### src/lgt_pkg.sv
// Shared types and constants for the luma gradient tint pixel core.
// No dependencies; imported by luma_gradient_tint_pixel_core.
package lgt_pkg;

  // Q16 luma weights, summing to 65536
  localparam logic [15:0] LumaWb = 16'd7471;
  localparam logic [15:0] LumaWg = 16'd38470;
  localparam logic [15:0] LumaWr = 16'd19595;

  // Q8 full tint
  localparam logic [8:0] AmountFull = 9'd256;

  localparam int unsigned NumChan = 3;
  localparam int unsigned ChanBlue = 0;
  localparam int unsigned ChanGreen = 1;
  localparam int unsigned ChanRed = 2;

  localparam int unsigned CfgIdxW = 3;
  localparam int unsigned CfgDataW = 9;

  // Configuration register indexes
  localparam logic [CfgIdxW-1:0] RegBlackRed   = 3'd0;
  localparam logic [CfgIdxW-1:0] RegBlackGreen = 3'd1;
  localparam logic [CfgIdxW-1:0] RegBlackBlue  = 3'd2;
  localparam logic [CfgIdxW-1:0] RegWhiteRed   = 3'd3;
  localparam logic [CfgIdxW-1:0] RegWhiteGreen = 3'd4;
  localparam logic [CfgIdxW-1:0] RegWhiteBlue  = 3'd5;
  localparam logic [CfgIdxW-1:0] RegTintAmount = 3'd6;

  // Reset values
  localparam logic [7:0] BlackRst = 8'd0;
  localparam logic [7:0] WhiteRedRst = 8'd128;
  localparam logic [7:0] WhiteGreenRst = 8'd255;
  localparam logic [7:0] WhiteBlueRst = 8'd128;
  localparam logic [8:0] TintRst = 9'd64;

  // Pipeline depth, input register to output register
  localparam int unsigned NumStages = 7;

  // Pixel sideband carried down the pipeline
  typedef struct packed {
    logic [NumChan-1:0][7:0] col;
    logic [7:0]              alpha;
    logic                    frame_end;
  } pix_t;

endpackage

### src/luma_gradient_tint_pixel_core.sv
// Luma gradient-map tint core: seven-stage pixel pipeline with config registers.
// Depends on lgt_pkg for constants and the pixel sideband type.

// One pixel enters each clock: a beat is taken whenever start_i is high, and
// busy_o stays low, so the source never waits. The result beat shows up on the
// out_*_o ports from the output register, marked by a one-cycle
// out_valid_o strobe; the receiver cannot stall, so it must take every strobed
// beat. The seven register stages are luma products, luma sum, gradient
// product, divide by 255, gradient clamp, blend products and blend sum.
// Write configuration only while no beat is in flight: the stages read the
// registers directly.
module luma_gradient_tint_pixel_core (
  input  logic                        clk_i,
  input  logic                        rst_ni,
  input  logic                        start_i,
  output logic                        busy_o,
  input  logic [7:0]                  in_blue_i,
  input  logic [7:0]                  in_green_i,
  input  logic [7:0]                  in_red_i,
  input  logic [7:0]                  in_alpha_i,
  input  logic                        in_frame_end_i,
  input  logic                        cfg_we_i,
  input  logic [lgt_pkg::CfgIdxW-1:0] cfg_idx_i,
  input  logic [lgt_pkg::CfgDataW-1:0] cfg_data_i,
  output logic                        out_valid_o,
  output logic [7:0]                  out_blue_o,
  output logic [7:0]                  out_green_o,
  output logic [7:0]                  out_red_o,
  output logic [7:0]                  out_alpha_o,
  output logic                        out_frame_end_o
);
  import lgt_pkg::*;

  // never stall the source
  assign busy_o = 1'b0;

  // ---------------------------------------------------------------------------
  // Configuration registers, per channel (blue, green, red)
  // ---------------------------------------------------------------------------
  logic [NumChan-1:0][7:0] blk_q, blk_d;
  logic [NumChan-1:0][7:0] wht_q, wht_d;
  logic [8:0]              tint_q, tint_d;

  always_comb begin
    blk_d  = blk_q;
    wht_d  = wht_q;
    tint_d = tint_q;
    if (cfg_we_i) begin
      case (cfg_idx_i)
        RegBlackRed:   blk_d[ChanRed]   = cfg_data_i[7:0];
        RegBlackGreen: blk_d[ChanGreen] = cfg_data_i[7:0];
        RegBlackBlue:  blk_d[ChanBlue]  = cfg_data_i[7:0];
        RegWhiteRed:   wht_d[ChanRed]   = cfg_data_i[7:0];
        RegWhiteGreen: wht_d[ChanGreen] = cfg_data_i[7:0];
        RegWhiteBlue:  wht_d[ChanBlue]  = cfg_data_i[7:0];
        RegTintAmount: tint_d           = cfg_data_i;
        default: ;     // drop writes beyond the register list
      endcase
    end
  end

  always_ff @(posedge clk_i or negedge rst_ni) begin
    if (!rst_ni) begin
      blk_q            <= {NumChan{BlackRst}};
      wht_q[ChanRed]   <= WhiteRedRst;
      wht_q[ChanGreen] <= WhiteGreenRst;
      wht_q[ChanBlue]  <= WhiteBlueRst;
      tint_q           <= TintRst;
    end else begin
      blk_q  <= blk_d;
      wht_q  <= wht_d;
      tint_q <= tint_d;
    end
  end

  // ---------------------------------------------------------------------------
  // Valid line and sideband line; valid bits travel with the data
  // ---------------------------------------------------------------------------
  logic [NumStages-1:0] vld_q, vld_d;
  pix_t                 pix_q [NumStages-1];
  pix_t                 pix_in;

  assign pix_in.col[ChanBlue]  = in_blue_i;
  assign pix_in.col[ChanGreen] = in_green_i;
  assign pix_in.col[ChanRed]   = in_red_i;
  assign pix_in.alpha          = in_alpha_i;
  assign pix_in.frame_end      = in_frame_end_i;

  assign vld_d = {vld_q[NumStages-2:0], start_i};

  always_ff @(posedge clk_i or negedge rst_ni) begin
    if (!rst_ni) begin
      vld_q <= '0;
    end else begin
      vld_q <= vld_d;
    end
  end

  // advance the sideband every cycle; a bubble carries don't-care data
  always_ff @(posedge clk_i) begin
    pix_q[0] <= pix_in;
    for (int s = 1; s < NumStages - 1; s++) begin
      pix_q[s] <= pix_q[s-1];
    end
  end

  // ---------------------------------------------------------------------------
  // Stage 1: luma weight products
  // ---------------------------------------------------------------------------
  logic [23:0] lp_b_q, lp_g_q, lp_r_q;

  always_ff @(posedge clk_i) begin
    lp_b_q <= 24'(LumaWb) * 24'(in_blue_i);
    lp_g_q <= 24'(LumaWg) * 24'(in_green_i);
    lp_r_q <= 24'(LumaWr) * 24'(in_red_i);
  end

  // ---------------------------------------------------------------------------
  // Stage 2: luma sum and gradient spans W-K
  // ---------------------------------------------------------------------------
  logic [23:0]                    luma_sum;
  logic [7:0]                     luma_q;
  logic signed [NumChan-1:0][8:0] span_d, span_q;

  assign luma_sum = lp_b_q + lp_g_q + lp_r_q;  // weights sum to 2^16, no overflow

  always_comb begin
    for (int c = 0; c < NumChan; c++) begin
      span_d[c] = 9'({1'b0, wht_q[c]}) - 9'({1'b0, blk_q[c]});
    end
  end

  always_ff @(posedge clk_i) begin
    luma_q <= luma_sum[23:16];
    span_q <= span_d;
  end

  // ---------------------------------------------------------------------------
  // Stage 3: gradient product Y*(W-K), fits 17 bits signed
  // ---------------------------------------------------------------------------
  logic signed [NumChan-1:0][16:0] gp_d, gp_q;

  always_comb begin
    logic signed [18:0] full;
    full = '0;
    for (int c = 0; c < NumChan; c++) begin
      full    = $signed({2'b00, luma_q}) * $signed(span_q[c]);
      gp_d[c] = full[16:0];
    end
  end

  always_ff @(posedge clk_i) begin
    gp_q <= gp_d;
  end

  // ---------------------------------------------------------------------------
  // Stage 4: divide by 255 toward zero on the magnitude, then restore sign.
  // For x below 65535, x/255 = ((x+1) + ((x+1) >> 8)) >> 8.
  // ---------------------------------------------------------------------------
  logic signed [NumChan-1:0][8:0] quo_d, quo_q;

  always_comb begin
    logic        neg;
    logic [16:0] mag;
    logic [16:0] inc;
    logic [16:0] acc;
    logic [8:0]  q9;
    neg = 1'b0;
    mag = '0;
    inc = '0;
    acc = '0;
    q9  = '0;
    for (int c = 0; c < NumChan; c++) begin
      neg      = gp_q[c][16];
      mag      = neg ? (17'd0 - gp_q[c]) : gp_q[c];
      inc      = mag + 17'd1;
      acc      = inc + (inc >> 8);
      q9       = {1'b0, acc[15:8]};
      quo_d[c] = neg ? (9'd0 - q9) : q9;
    end
  end

  always_ff @(posedge clk_i) begin
    quo_q <= quo_d;
  end

  // ---------------------------------------------------------------------------
  // Stage 5: mapped colour M = K + quotient, clamped; effective amount
  // ---------------------------------------------------------------------------
  logic [NumChan-1:0][7:0] map_d, map_q;
  logic [8:0]              amt_d, amt_q;

  always_comb begin
    logic [9:0] sum10;
    sum10 = '0;
    for (int c = 0; c < NumChan; c++) begin
      sum10 = {2'b00, blk_q[c]} + {quo_q[c][8], quo_q[c]};
      if (sum10[9]) begin
        map_d[c] = 8'd0;
      end else if (sum10[8]) begin
        map_d[c] = 8'd255;
      end else begin
        map_d[c] = sum10[7:0];
      end
    end
    // hold amounts above full at full
    amt_d = (tint_q > AmountFull) ? AmountFull : tint_q;
  end

  always_ff @(posedge clk_i) begin
    map_q <= map_d;
    amt_q <= amt_d;
  end

  // ---------------------------------------------------------------------------
  // Stage 6: blend products (256-A)*C and A*M
  // ---------------------------------------------------------------------------
  logic [NumChan-1:0][16:0] bs_d, bs_q;
  logic [NumChan-1:0][16:0] bm_d, bm_q;
  logic [8:0]               inv_amt;

  assign inv_amt = AmountFull - amt_q;

  always_comb begin
    for (int c = 0; c < NumChan; c++) begin
      bs_d[c] = 17'(inv_amt) * 17'(pix_q[4].col[c]);
      bm_d[c] = 17'(amt_q) * 17'(map_q[c]);
    end
  end

  always_ff @(posedge clk_i) begin
    bs_q <= bs_d;
    bm_q <= bm_d;
  end

  // ---------------------------------------------------------------------------
  // Stage 7: blend sum, shift, saturate into the output register
  // ---------------------------------------------------------------------------
  logic [NumChan-1:0][7:0] res_d, res_q;

  always_comb begin
    logic [16:0] bsum;
    bsum = '0;
    for (int c = 0; c < NumChan; c++) begin
      bsum     = bs_q[c] + bm_q[c];
      res_d[c] = bsum[16] ? 8'd255 : bsum[15:8];
    end
  end

  logic [7:0] alpha_q;
  logic       fend_q;

  always_ff @(posedge clk_i) begin
    res_q   <= res_d;
    alpha_q <= pix_q[5].alpha;
    fend_q  <= pix_q[5].frame_end;
  end

  assign out_valid_o     = vld_q[NumStages-1];
  assign out_blue_o      = res_q[ChanBlue];
  assign out_green_o     = res_q[ChanGreen];
  assign out_red_o       = res_q[ChanRed];
  assign out_alpha_o     = alpha_q;
  assign out_frame_end_o = fend_q;

endmodule

### config.mk
export PLATFORM = sky130hd
export DESIGN_NAME = luma_gradient_tint_pixel_core
export DESIGN_NICKNAME = d
export VERILOG_FILES = /design/src/lgt_pkg.sv /design/src/luma_gradient_tint_pixel_core.sv
export SDC_FILE = /design/constraint.sdc
export NUM_CORES = 2
export LEC_CHECK = 0
export BUFFER_PORTS_ARGS = -buffer_cell sky130_fd_sc_hd__clkbuf_2
export CAP_MARGIN = 5
export CORE_MARGIN = 8
export CORE_UTILIZATION = 43
export CTS_CLUSTER_DIAMETER = 150
export DETAILED_ROUTE_END_ITERATION = 16
export GPL_TIMING_DRIVEN = 0
export HOLD_SLACK_MARGIN = 0.03
export MAX_ROUTING_LAYER = met4
export PLACE_DENSITY_LB_ADDON = 0.12
export SLEW_MARGIN = 20
export SYNTH_ARGS = -nofsm -noshare
export SYNTH_HDL_FRONTEND = slang
export SYNTH_SLANG_ARGS = --single-unit
### constraint.sdc
create_clock -name clk_i -period 7.4 [get_ports clk_i]
set_clock_uncertainty 0.2 [all_clocks]
set_input_delay 1.11 -clock clk_i [delete_from_list [all_inputs] [get_ports clk_i]]
set_output_delay 1.11 -clock clk_i [all_outputs]
set_load 0.005 [all_outputs]
== After elaboration in Yosys (flattened, before gate mapping) ==
Memory sizes are Yosys's and may differ from the RTL's. A register that Yosys moved wholly into a read port is not among the register bits.
Cells that the tools add are included.

* Reduce and logical (&&, ||, !) cells: 8
* Equality and inequality tests: 6
* $lt $le $gt $ge: 1
* Multiplexer cells: 9
* $mul: 12
* Add/sub/neg operators: 24

{| class="wikitable"
|+ Operators by type and width
! operator !! count
|-
| 9-bit by 8-bit multiplier with 17-bit output || 6
|-
| 17-bit by 1-bit adder with 17-bit output (second input constant) || 3
|-
| 17-bit adder || 3
|-
| 9-bit by 9-bit multiplier with 17-bit output || 3
|-
| 17-bit two-way mux || 3
|-
| 1-bit by 17-bit subtractor with 17-bit output (first input constant) || 3
|-
| 16-bit by 9-bit adder with 16-bit output || 3
|-
| 8-bit two-way mux || 6
|-
| 15-bit by 8-bit multiplier with 23-bit output (first input constant) || 2
|-
| 9-bit by 9-bit adder with 10-bit output || 3
|-
| 1-bit by 8-bit subtractor with 9-bit output (first input constant) || 3
|-
| 8-bit by 8-bit subtractor with 9-bit output || 3
|-
| 21-bit by 24-bit adder with 24-bit output || 1
|-
| 24-bit by 23-bit adder with 24-bit output || 1
|-
| 13-bit by 8-bit multiplier with 21-bit output (first input constant) || 1
|-
| 2-bit AND reduction || 7
|-
| 3-bit == test (second input constant) || 3
|-
| 9-bit > comparator (second input constant) || 1
|-
| 9-bit subtractor (first input constant) || 1
|-
| 3-bit by 2-bit == test with 1-bit output (second input constant) || 2
|-
| 3-bit by 1-bit == test with 1-bit output (second input constant) || 1
|-
| 3-bit zero test || 1
|}

* RAM bits: 198
* Output and inout port bits: 35
* Memories kept: 1
* Word-level logic and storage cells: 98
* Input bits: 49
* Register bits after elaboration: 403

{| class="wikitable"
|+ Memory list
! name !! depth !! bits a word !! read ports !! clocked after memory_dff !! wr ports !! line !! RTL
|-
| pix_q || 6 || 33 || 6 || 1 || 6 || luma_gradient_tint_pixel_core.sv:80 || <nowiki>pix_t pix_q [NumStages-1];</nowiki>
|}

== Longest topological paths before layout ==
* Depth in word-level cells: 6
* Gate-level depth with buffers: 28
* Depth with buffers taken out: 25

== Least setup slack after synthesis ==
No wires, ideal clock.

* Path kind: reg2reg
* From: register amt_q[0]
* To: register bs_q[32] in the netlist's numbering
* Library setup time: 0.072 ns
* Path buffers: 3
* Required time: 7.128 ns
* Path slack: 1.318 ns
* Period minus slack after synthesis: 6.082 ns
* Cell stages (with the launch flop): 28
* Arrival: 5.810 ns
* Path through: dfxtp_1 -> clkbuf_1 -> clkbuf_1 -> inv_1 -> ha_1 -> inv_1 -> or3_1 -> xor2_1 -> clkbuf_1 -> nand2_1 -> fa_1 -> fa_1 -> inv_1 -> fa_1 -> inv_1 -> fa_1 -> inv_1 -> ha_1 -> a21boi_0 -> o21ai_0 -> a21boi_0 -> o21ai_0 -> a21boi_0 -> o21ai_0 -> nand2b_1 -> a21o_1 -> a21oi_1 -> xnor2_1

{| class="wikitable"
|+ RTL lines
! element !! line !! RTL
|-
| from (decl) || luma_gradient_tint_pixel_core.sv:191 || <nowiki>logic [8:0] amt_d, amt_q;</nowiki>
|-
| from (signal assigned) || luma_gradient_tint_pixel_core.sv:212 || <nowiki>amt_q <= amt_d;</nowiki>
|-
| to (signal assigned) || luma_gradient_tint_pixel_core.sv:232 || <nowiki>bs_q <= bs_d;</nowiki>
|-
| to (decl) || luma_gradient_tint_pixel_core.sv:218 || <nowiki>logic [NumChan-1:0][16:0] bs_d, bs_q;</nowiki>
|}

==> run_results.csv <==
group,metric,value,unit
outcome,outcome,"finished clean",
routing,dr.pass1.iters,5,
routing,totalWireLength,104000,um
global_routing,grt_pass1_wl,173000,um
yosys,synth.area.top_cells,"dfxtp_1 (22%), fa_1 (20%), ha_1 (19%), inv_1 (5.9%), and2_1 (4.9%)",
routing,ant_nets,0,
timing,setup_tns,0,ns
floorplan,core-area,108000,sq um
critical_path,arrival,7.36,ns
yosys,synth_edf_count,0,
final_layout,multi_input_area,31600,sq um
clock_tree,cts_tree,"built",
global_routing,grt_max_degree,45,
routing,drtIter0Drc,1318,
clock_tree,path_clk_slew,0.06,ns
yosys,yosysSeqAreaShare,0.257,
critical_path,endpoint_kind,"register",
routing,via_per_inst,4.88,
yosys,synth_cell_types,95,
place,io_buffers,80,
yosys,ys_ff_latch,583,
floorplan,dieArea,119000,sq um
clock_tree,clk_path_buf_depth,3,
critical_path,regToRegSetupSlack,0.34,ns
yosys,syn-num-nets,5965,
place,gp_congestion,0.833,
final_layout,nNetsFinal,6120,
yosys,syn_area_per_cell,9.83,sq um
timing,fin_crit_sh,0.954,
critical_path,worstPathRequired,7.70,ns
final_layout,area.growth.synth_to_final,10.4,%
yosys,synth.yosys.warnings,0,
yosys,synth_top_cell_area_share,0.222,
global_routing,antenna_found_initial,5,
yosys,ys_async_sr_fraction,0.110,
routing,vias,31100,
clock_tree,clock-sinks,583,
yosys,ys.flop_type,"dfxtp_1",
global_routing,grt_pass1_vias,32500,
timing,hold_viol_final,0,
min_path,min_path_type,"register to register",
clock_tree,h-tree-depth,3,
global_routing,grt-ovfl-total,0,
timing,finalSetupViolations,0,
yosys,netlist_area,46700,sq um
timing,whs,0.121,ns
timing,relSlewSlack,0.329,
yosys,netlist_instances,4754,
clock_tree,clk_latency,0.65,ns
critical_path,crit_fanout,10,
routing,wl_per_cell,16.3,um
timing,max_freq,142,MHz
floorplan,ios,84,
timing,worstMarginPinSlew,1.00,ns
final_layout,layout-drive-gt1-share,0.0659,
floorplan,die_w,346,um
floorplan,fp-row-count,121,
timing,grt_setup_unrepaired,"no",
global_routing,grt_usage,0.182,
job,cap_violations,0,
floorplan,die_y,346,um
timing,min_period,7.06,ns
floorplan,initial_core_util,0.432,
yosys,synth_top_cell_by_area,"dfxtp_1",
clock_tree,numCtsBuffers,72,
final_layout,register_area,12000,sq um
timing,maxSlewViolCount,0,
critical_path,crit_path_start_kind,"register",
clock_tree,cts-root-buf,"clkbuf_16",
final_layout,fillers,10300,
place,place_hpwl,83600,um
critical_path,timing_worst_setup_path_type,"register to register",
routing,drcViolationCount,0,
timing repair:
action / in CTS / in global routing
buffers inserted: 0 / 2
pin swaps: 0 / 2
gates resized for setup: 16 / 24
hold buffers: 0 / 0
setup endpoints to repair: 22 / 9
Yosys cell counts, types with 6 or more instances:
library cell / number
a21boi_0: 24
dfstp_2: 11
a31oi_1: 18
or2_2: 18
nand4b_1: 7
dfrtp_1: 53
a21o_1: 65
nor3_1: 46
nor2b_1: 54
xnor2_1: 215
ha_1: 693
mux2i_1: 7
a31o_2: 9
and3_1: 12
fa_1: 469
or3_1: 20
nand3b_1: 10
clkbuf_1: 89
buf_1: 8
o21bai_1: 42
o21ai_0: 128
nor4_1: 13
o41ai_1: 16
o21ai_1: 6
nor2_1: 150
a21oi_1: 155
nand2b_1: 60
nand2_1: 383
inv_1: 740
and2_1: 366
o21a_1: 38
xor2_1: 118
nand3_1: 31
dfxtp_1: 519
mux2_2: 34
a211oi_1: 9
or4_1: 10
o31ai_1: 15
per-layer routing:
layer | up-vias | part of all wire | track usage
li1 | 15600 | - | -
met1 | 14900 | 0.47 | 0.239
met2 | 455 | 0.45 | 0.290
met3 | 169 | 0.040 | 0.0281
met4 | 0 | 0.032 | 0.0585
met5 | - | 0 | -
state kept, by name, indices dropped and copies added (netlist names), 9 cells and up:
signal / flops
lp_g_q: 22
lp_b_q: 20
amt_q: 9
wht_q: 24
pix_q: 174
span_q: 27
bs_q: 51
lp_r_q: 22
map_q: 24
tint_q: 9
quo_q: 27
blk_q: 24
bm_q: 51
gp_q: 51
cells in the final DEF (no fill, tap or decap), drive strengths merged, types with 54 or more instances in the layout:
cell type and count:
inv 752, ha 693, dfxtp 519, fa 469, nand2 383, and2 366, clkbuf 256, xnor2 215
a21oi 155, nor2 150, o21ai 134, xor2 119, a21o 65, nand2b 60, nor2b 54
worst paths after layout:
kind / startpoint / to / cells after the start
setup / recovery: amt_q[2] / bs_q[32] / 24
hold / removal: pix_q[3][14] / pix_q[4][14] / 0
setup reg to reg: amt_q[2] / bs_q[32] / 24
hold reg to reg: pix_q[3][14] / pix_q[4][14] / 0
max in group asynchronous: rst_ni / wht_q[7] / 2
min in group asynchronous: rst_ni / vld_q[0] / 1
logic make-up after synthesis:
logic type | count (synthesis) | share of synthesized area
buffers and inverters | 845 | 0.0685
and+or+nand+nor | 1210 | 0.135
AOI/OAI and AO/OA | 575 | 0.0800
DFF | 583 | 0.257
other | 1 | 0.0000803
muxes | 42 | 0.00994
adders and majority gates | 1163 | 0.387
xor gates and xnor gates | 335 | 0.0633
worst max-delay path, stage by stage (launching register included):
cell      delay (ns)
dfxtp_1         0.30
clkbuf_1        0.56
or3_1           0.21
nor3_1          0.07
xnor2_2         0.44
clkbuf_1        0.67
nand2_1         0.16
fa_1            0.47
fa_1            0.50
inv_1           0.06
fa_1            0.52
inv_1           0.06
fa_1            0.53
inv_1           0.04
ha_1            0.32
a21boi_1        0.15
o21ai_0         0.23
a21boi_1        0.14
o21ai_0         0.21
a21boi_0        0.14
o21ai_0         0.16
nand2b_1        0.10
a21o_1          0.18
a21oi_1         0.23
xnor2_2         0.24
through the flow:
step | utilization | std cells | worst slack [ns] | cell area (sq um)
after floorplan | - | 4754 | 1.32 | 46700
after global placement | 0.452 | 6248 | -1.60 | 48900
after detailed placement | 0.452 | 6249 | -1.57 | 48900
after CTS | 0.476 | 6379 | 0.00359 | 51500
after global routing | 0.477 | 6380 | 0.0199 | 51600
final | 0.477 | 6382 | 0.343 | 51600
final cells by class:
cell class | instances | share of cell area
diodes | 3 | 0.000145
plain buffers | 101 | 0.00839
clock buffers | 90 | 0.0380
clock inverters | 40 | 0.0111
inverters | 742 | 0.0540
multi-input cells | 3326 | 0.613
flip-flops and latches | 583 | 0.233
well taps | 1414 | 0.0343
repair buffers | 83 | 0.00863
Power is not shown: default switching activity piles up to over one toggle a cycle in this logic, so the estimate is an artifact.
